[src/design/grc_pkg.sv]
// Shared types, constants and a helper function of the grid raycast column block.
// Used by the datapath, controller and top modules and by the bench; depends on nothing else.
package grc_pkg;

    // Fixed point and map geometry
    localparam int FRAC_BITS = 16;
    localparam int MAP_SIZE  = 32;
    localparam int MAP_BITS  = $clog2(MAP_SIZE);
    localparam int MAP_DEPTH = MAP_SIZE * MAP_SIZE;
    localparam int MAP_AW    = $clog2(MAP_DEPTH);
    localparam int CELL_W    = 3;
    localparam int COORD_W   = MAP_BITS + 2;

    // Walk limit: two map widths plus two steps
    localparam int WALK_LIMIT = 2 * MAP_SIZE + 2;
    localparam int CNT_W      = 7;

    // Datapath widths
    localparam int POS_W   = 21;
    localparam int DIR_W   = 18;
    localparam int SCR_W   = 12;
    localparam int CAM_W   = 31;
    localparam int RAY_W   = 34;
    localparam int DIST_W  = 47;
    localparam int DIV_W   = 38;
    localparam int LINE_W  = 25;
    localparam int PROD_W  = DIR_W + RAY_W;
    localparam int DNUM_W  = 22;

    localparam logic [DIST_W-1:0] DIST_SAT = {1'b1, {(DIST_W-1){1'b0}}};
    localparam logic [LINE_W-1:0] LINE_CAP = {1'b1, {(LINE_W-1){1'b0}}};
    localparam logic [DIV_W-1:0]  STEP_NUM = DIV_W'(64'd1 << (2 * FRAC_BITS));

    // Configuration port
    localparam int CFG_IDX_W  = 3;
    localparam int CFG_DATA_W = 21;
    localparam logic [CFG_IDX_W-1:0] CFG_POS_X  = 3'd0;
    localparam logic [CFG_IDX_W-1:0] CFG_POS_Y  = 3'd1;
    localparam logic [CFG_IDX_W-1:0] CFG_DIR_X  = 3'd2;
    localparam logic [CFG_IDX_W-1:0] CFG_DIR_Y  = 3'd3;
    localparam logic [CFG_IDX_W-1:0] CFG_WIDTH  = 3'd4;
    localparam logic [CFG_IDX_W-1:0] CFG_HEIGHT = 3'd5;

    localparam logic [POS_W-1:0]        POS_X_RST  = 21'd1441792;
    localparam logic [POS_W-1:0]        POS_Y_RST  = 21'd786432;
    localparam logic signed [DIR_W-1:0] DIR_X_RST  = 18'sd65536;
    localparam logic signed [DIR_W-1:0] DIR_Y_RST  = 18'sd0;
    localparam logic [SCR_W-1:0]        WIDTH_RST  = 12'd1600;
    localparam logic [SCR_W-1:0]        HEIGHT_RST = 12'd1200;

    // Input item commands
    localparam logic CMD_WRITE = 1'b0;
    localparam logic CMD_CAST  = 1'b1;

    typedef struct packed {
        logic              cmd;
        logic [4:0]        cell_x;
        logic [4:0]        cell_y;
        logic [CELL_W-1:0] cell_value;
        logic [SCR_W-1:0]  column;
    } in_t;

    typedef struct packed {
        logic [SCR_W-1:0]  out_column;
        logic [SCR_W-1:0]  draw_start;
        logic [SCR_W-1:0]  draw_end;
        logic [7:0]        red;
        logic [7:0]        green;
        logic [7:0]        blue;
        logic [7:0]        alpha;
        logic              hit_side;
        logic [CELL_W-1:0] wall_value;
        logic              left_map;
    } out_t;

    typedef enum logic [2:0] {
        DIV_CAM,
        DIV_DX,
        DIV_DY,
        DIV_PERP,
        DIV_LINE
    } div_sel_t;

    typedef enum logic [1:0] {
        MUL_RX,
        MUL_RY,
        MUL_SX,
        MUL_SY
    } mul_sel_t;

    typedef struct packed {
        logic     clr;
        logic     cast_init;
        logic     wr_cell;
        logic     div_start;
        div_sel_t div_sel;
        mul_sel_t mul_sel;
        logic     mul_ld;
        logic     walk_step;
        logic     walk_check;
        logic     ld_out;
    } dp_cmd_t;

    typedef struct packed {
        logic div_done;
        logic clr_last;
        logic oob;
        logic cell_hit;
        logic walk_full;
    } dp_status_t;

    // Wall colour {red, green, blue} of a cell value
    function automatic logic [23:0] colour_of(input logic [CELL_W-1:0] v);
        logic [23:0] c;
        case (v)
            3'd1: c = 24'hFF0000;
            3'd2: c = 24'h00FF00;
            3'd3: c = 24'h0000FF;
            3'd4: c = 24'hFFFF00;
            default: c = 24'hFF00FF;
        endcase
        return c;
    endfunction

endpackage

[src/design/grc_ctrl.sv]
// Controller state machine: sequences map clear, cell writes and the cast steps.
// Depends on grc_pkg.
module grc_ctrl import grc_pkg::*; (
    input  logic       aclk,
    input  logic       aresetn,
    input  logic       s_valid,
    input  logic       s_cast,
    output logic       s_ready,
    output logic       m_valid,
    input  logic       m_ready,
    output logic       in_load,
    output dp_cmd_t    cmd,
    input  dp_status_t status
);

    typedef enum logic [4:0] {
        S_CLEAR, S_IDLE, S_WRITE, S_CAM,
        S_RX_MUL, S_RX_LD, S_RY_MUL, S_RY_LD,
        S_DX, S_DY, S_SX_MUL, S_SX_LD, S_SY_MUL, S_SY_LD,
        S_STEP, S_CHECK, S_PERP, S_LINE, S_FINISH
    } state_t;

    state_t  state_reg, state_next;
    dp_cmd_t cmd_reg, cmd_next;
    logic    m_valid_reg, m_valid_next;

    assign s_ready = (state_reg == S_IDLE);
    assign in_load = s_valid & s_ready;
    assign m_valid = m_valid_reg;

    // sweep the map while in the clear state
    always_comb begin
        cmd     = cmd_reg;
        cmd.clr = (state_reg == S_CLEAR);
    end

    always_comb begin
        state_next   = state_reg;
        cmd_next     = cmd_reg;
        m_valid_next = m_valid_reg;

        // pulses last one cycle; selects hold
        cmd_next.clr        = 1'b0;
        cmd_next.cast_init  = 1'b0;
        cmd_next.wr_cell    = 1'b0;
        cmd_next.div_start  = 1'b0;
        cmd_next.mul_ld     = 1'b0;
        cmd_next.walk_step  = 1'b0;
        cmd_next.walk_check = 1'b0;
        cmd_next.ld_out     = 1'b0;

        if (m_valid_reg && m_ready) begin
            m_valid_next = 1'b0;
        end
        if (cmd_reg.ld_out) begin
            m_valid_next = 1'b1;
        end

        case (state_reg)
            S_CLEAR: begin
                if (status.clr_last) begin
                    state_next = S_IDLE;
                end
            end
            S_IDLE: begin
                if (s_valid) begin
                    if (s_cast == CMD_CAST) begin
                        cmd_next.div_start = 1'b1;
                        cmd_next.div_sel   = DIV_CAM;
                        cmd_next.cast_init = 1'b1;
                        state_next         = S_CAM;
                    end else begin
                        cmd_next.wr_cell = 1'b1;
                        state_next       = S_WRITE;
                    end
                end
            end
            S_WRITE: state_next = S_IDLE;
            S_CAM: begin
                if (status.div_done) begin
                    cmd_next.mul_sel = MUL_RX;
                    state_next       = S_RX_MUL;
                end
            end
            S_RX_MUL: begin
                cmd_next.mul_ld = 1'b1;
                state_next      = S_RX_LD;
            end
            S_RX_LD: begin
                cmd_next.mul_sel = MUL_RY;
                state_next       = S_RY_MUL;
            end
            S_RY_MUL: begin
                cmd_next.mul_ld = 1'b1;
                state_next      = S_RY_LD;
            end
            S_RY_LD: begin
                cmd_next.div_start = 1'b1;
                cmd_next.div_sel   = DIV_DX;
                state_next         = S_DX;
            end
            S_DX: begin
                if (status.div_done) begin
                    cmd_next.div_start = 1'b1;
                    cmd_next.div_sel   = DIV_DY;
                    state_next         = S_DY;
                end
            end
            S_DY: begin
                if (status.div_done) begin
                    cmd_next.mul_sel = MUL_SX;
                    state_next       = S_SX_MUL;
                end
            end
            S_SX_MUL: begin
                cmd_next.mul_ld = 1'b1;
                state_next      = S_SX_LD;
            end
            S_SX_LD: begin
                cmd_next.mul_sel = MUL_SY;
                state_next       = S_SY_MUL;
            end
            S_SY_MUL: begin
                cmd_next.mul_ld = 1'b1;
                state_next      = S_SY_LD;
            end
            S_SY_LD: begin
                cmd_next.walk_step = 1'b1;
                state_next         = S_STEP;
            end
            S_STEP: begin
                cmd_next.walk_check = 1'b1;
                state_next          = S_CHECK;
            end
            S_CHECK: begin
                if (status.cell_hit) begin
                    cmd_next.div_start = 1'b1;
                    cmd_next.div_sel   = DIV_PERP;
                    state_next         = S_PERP;
                end else if (status.oob || status.walk_full) begin
                    state_next = S_FINISH;
                end else begin
                    cmd_next.walk_step = 1'b1;
                    state_next         = S_STEP;
                end
            end
            S_PERP: begin
                if (status.div_done) begin
                    cmd_next.div_start = 1'b1;
                    cmd_next.div_sel   = DIV_LINE;
                    state_next         = S_LINE;
                end
            end
            S_LINE: begin
                if (status.div_done) begin
                    state_next = S_FINISH;
                end
            end
            S_FINISH: begin
                // hold until the result register is free
                if (!m_valid_reg || m_ready) begin
                    cmd_next.ld_out = 1'b1;
                    state_next      = S_IDLE;
                end
            end
            default: state_next = S_IDLE;
        endcase
    end

    always_ff @(posedge aclk) begin
        if (!aresetn) begin
            state_reg   <= S_CLEAR;
            cmd_reg     <= '0;
            m_valid_reg <= 1'b0;
        end else begin
            state_reg   <= state_next;
            cmd_reg     <= cmd_next;
            m_valid_reg <= m_valid_next;
        end
    end

endmodule

[config.mk]
export PLATFORM = sky130hd
export DESIGN_NAME = grc_ctrl
export DESIGN_NICKNAME = d
export VERILOG_FILES = /design/src/design/grc_pkg.sv /design/src/design/grc_ctrl.sv
export SDC_FILE = /design/constraint.sdc
export NUM_CORES = 1
export LEC_CHECK = 0
export BUFFER_PORTS_ARGS = -buffer_cell sky130_fd_sc_hd__buf_2
export CAP_MARGIN = 15
export CORE_UTILIZATION = 50
export CTS_BUF_LIST = sky130_fd_sc_hd__clkbuf_16
export DETAILED_ROUTE_END_ITERATION = 12
export PLACE_DENSITY_LB_ADDON = 0.2
export SETUP_SLACK_MARGIN = 0.1
export SYNTH_ARGS = -nofsm -noshare
export SYNTH_HDL_FRONTEND = slang
export SYNTH_SLANG_ARGS = --single-unit
[constraint.sdc]
create_clock -name aclk -period 3.8 [get_ports aclk]
set_input_delay 0.38 -clock aclk [delete_from_list [all_inputs] [get_ports aclk]]
set_output_delay 0.38 -clock aclk [all_outputs]
set_load 0.005 [all_outputs]
==> metrics.md <==
| Metric | Value |
|---|---|
| Final Cell Area | `1220 um^2` |
| Syn Nets | `137` |
| Max FFs per register | `12` |
| # port buffers | `25` |
| Net Sw Power | `0.000136 W` |
| Drt drc | `0` |
| Ranking of synthesized cells by area | `dfxtp_1 34%, nand2_1 5.7%, mux2i_1 3.8%` |
| Clk slew on worst S/H paths | `50 ps` |
| Pins Over Slew Limit | `0` |
| Unique masters post-synth | `42` |
| FF-to-FF path depth | `4` |
| Die H | `47.8 um` |
| Share of power burned in registers | `0.417` |
| Ys flop type | `dfxtp_1` |
| Post-synth EDFFs | `0` |
| Synth top area share | `0.344` |
| Post-CTS sizing | `0` |
| YS warnings | `0` |
| Critical Path RT | `3420 ps` |
| H-tree lvl count | `1` |
| Core Region | `1960 um^2` |
| DRT Pass-1 Iters | `4` |
| Root Buffer | `clkbuf_16` |
| Nature of the critical path startpoint | `flop` |
| Setup Fix Bufs, Post-CTS | `0` |
| Die boundary width | `47.8 um` |
| Final Hold Viols | `0` |
| Critical-path top delay cell | `nor4_1` |
| Seq/Total Area, Yosys | `0.344` |
| Max Cap Viol | `0` |
| CP max FO | `19` |
| Syn avg cell area | `8.25 um^2` |
| Gp weighted congestion | `0.873` |
| Die area | `2280 um^2` |
| Final cycle utilization of the critical path | `0.583` |
| Leading area contributor after synthesis | `dfxtp_1` |
| Clock Latency Late Sink | `250 ps` |
| CTS max path bufs | `2` |
| Initial core utilization | `0.534` |
| Delay of the slowest critical-path stage | `650 ps` |
| Synth Cell Area | `1050 um^2` |
| Tot GR Track Use | `0.236` |
| Final setup violation count | `0` |
| Final HPWL DP | `1.65 mm` |
| Setup crit end kind | `output pin` |
| Setup TNS Final | `0 ps` |
| CTS tree | `done` |
| Pre-CTS setup slack | `1900 ps` |
| Vias per cell | `5.60` |
| Worst Hold End | `cmd[10]$_SDFF_PN0_` |
| Avg WL per Cell | `13.9 um` |
| Capturing point of the worst reg2reg path | `cmd[7]$_SDFFE_PN0P_` |
| Min Tclk post-route | `2220 ps` |
| Pleak | `0.494 nW` |
| Power, Total | `0.000514 W` |
| Post-synth ARST share | `0` |
| Fmax | `0.451 GHz` |
| Placed inst area | `1140 um^2` |
| N_diodes | `0` |
| Setup ws final | `1580 ps` |
| FF-to-FF Start | `state_reg[0]$_SDFFE_PN0P_` |
| Internal cell power | `0.000378 W` |
| Crit Path Category | `flop to output pin` |
| WP data arrival | `1840 ps` |
| R2R Setup Slk | `1890 ps` |
| Total I/O pin count | `26` |
| Vias in the first global route | `776` |
| Rel. slew slack | `0.511` |
| Drt total wl | `2.38 mm` |
| IR drop worst, VDD | `0.212 mV` |
| Comb pwr share | `0.168` |
| Net Sw Frac | `0.265` |
| Number of clock sinks | `18` |
| 1st-iter DRT viols | `27` |
| Skew final | `1.41 ps` |
| Pwr Density | `422 nW/um^2` |
| RSZ-0062 raised after global routing | `false` |
| Outcome | `finished, final reports clean` |
| HP Start | `s_cast` |
| Largest net degree at the start of global routing | `25` |
| Layout area overhead | `16.2%` |
| Congestion Overflow GR | `0` |
| Layout cell share with drive strength beyond 1 | `0.221` |
| Site row count | `16` |
| Final nets | `156` |
| Synth Instances | `127` |
| FILL cells | `179` |
| Hold depth | `2` |
| Vias | `964` |
| Worst hold path class | `input port to flop` |
| Initial antenna violation count | `0` |
| Antenna Nets Post-Route | `0` |
| TritonCTS Buffers | `3` |
| Tightest Pin Transition | `732 ps` |
| Seq cells post-synth | `18` |
| Global-route wire length before repair | `3.59 mm` |
| Clock Power Share | `0.415` |
| # hold bufs at CTS | `0` |
| Critical path cell sequence | `nor4_1 > and3_1 > buf_2` |
-- routing by layer --
layer	track usage	wire (um)
met4	0.156	56
met3	0.0415	143
met5	0	0
met1	0.333	1070
met2	0.324	1110
-- stage by stage --
step           hold WS [ps]  instances  utilization
2_1_floorplan           426        127            -
3_3_place_gp            438        168        0.580
3_5_place_dp            447        168        0.580
4_1_cts                 337        172        0.621
5_1_grt                 366        172        0.621
6_report                333        172        0.621
-- power groups by stage --
stage	combinational [W]	sequential [W]	clock, W
2_1_floorplan	0.0000791	0.000203	0
3_3_place_gp	0.0000825	0.000217	0
3_5_place_dp	0.0000851	0.000217	0
4_1_cts	0.0000859	0.000213	0.000215
5_1_grt	0.0000953	0.000216	0.000221
6_report	0.0000860	0.000214	0.000213
-- final cells by class --
class	instances	area [um^2]	share of cell area
Inverter	5	18.8	0.0154
Multi-Input combinational cell	93	601	0.493
Clock buffer	3	75.1	0.0617
Clock inverter	1	3.75	0.00308
Tap cell	27	33.8	0.0277
Timing Repair Buffer	25	125	0.103
Sequential cell	18	360	0.296
-- cells in the mapped netlist (all sizes together), types with 2 or more instances --
| library cell | number |
|---|---|
| dfxtp | 18 |
| nand2 | 16 |
| buf | 7 |
| nor2 | 7 |
| a21oi | 6 |
| inv | 5 |
| nand2b | 5 |
| nor3 | 5 |
| o21ai | 5 |
| and3 | 4 |
| clkbuf | 4 |
| mux2i | 4 |
| nand3 | 4 |
| o211ai | 4 |
| nor2b | 3 |
| nor3b | 3 |
| nor4 | 3 |
| xnor2 | 2 |
| xor2 | 2 |
-- worst max path at each step --
stage | start | endpoint | slack, ps | cells past startpoint
final | state_reg[1]$_SDFFE_PN0P_ | in_load | 1580 | 3
after global routing | state_reg[1]$_SDFFE_PN0P_ | in_load | 1460 | 3
after floorplan | state_reg[1]$_SDFFE_PN0P_ | state_reg[0]$_SDFFE_PN0P_ | 2230 | 5
after detailed placement | state_reg[0]$_SDFFE_PN0P_ | cmd[7]$_SDFFE_PN0P_ | 1900 | 4
after global placement | state_reg[0]$_SDFFE_PN0P_ | cmd[7]$_SDFFE_PN0P_ | 1960 | 4
after CTS | state_reg[1]$_SDFFE_PN0P_ | in_load | 1590 | 3
-- cells by family after synthesis --
logic type,share of synthesized area
compound gates,0.210
flops,0.344
simple gates,0.292
mux,0.0382
xor+xnor,0.0335
buf+inv,0.0824
-- cell usage in the layout (no fill, tap or decap), types with 2 or more instances in the layout --
| cell | n |
|---|---|
| a21oi_1 | 6 |
| nand2b_1 | 5 |
| xor2_1 | 2 |
| o21ai_0 | 5 |
| inv_1 | 5 |
| nand3_1 | 4 |
| and3_1 | 4 |
| buf_2 | 25 |
| nor2_1 | 7 |
| o211ai_1 | 3 |
| nor3b_1 | 3 |
| mux2i_1 | 4 |
| dfxtp_1 | 18 |
| nand2_1 | 16 |
| xnor2_1 | 2 |
| nor2b_1 | 3 |
| nor3_1 | 5 |
| nor4_1 | 3 |
| clkbuf_16 | 3 |
-- worst max-delay path, delay by kind of cell (launching register included) --
family        cells  cell delay [ps]
simple gates      2              940
flops             1              510
buf+inv           1              130
Power figures use the tool's default switching activity.
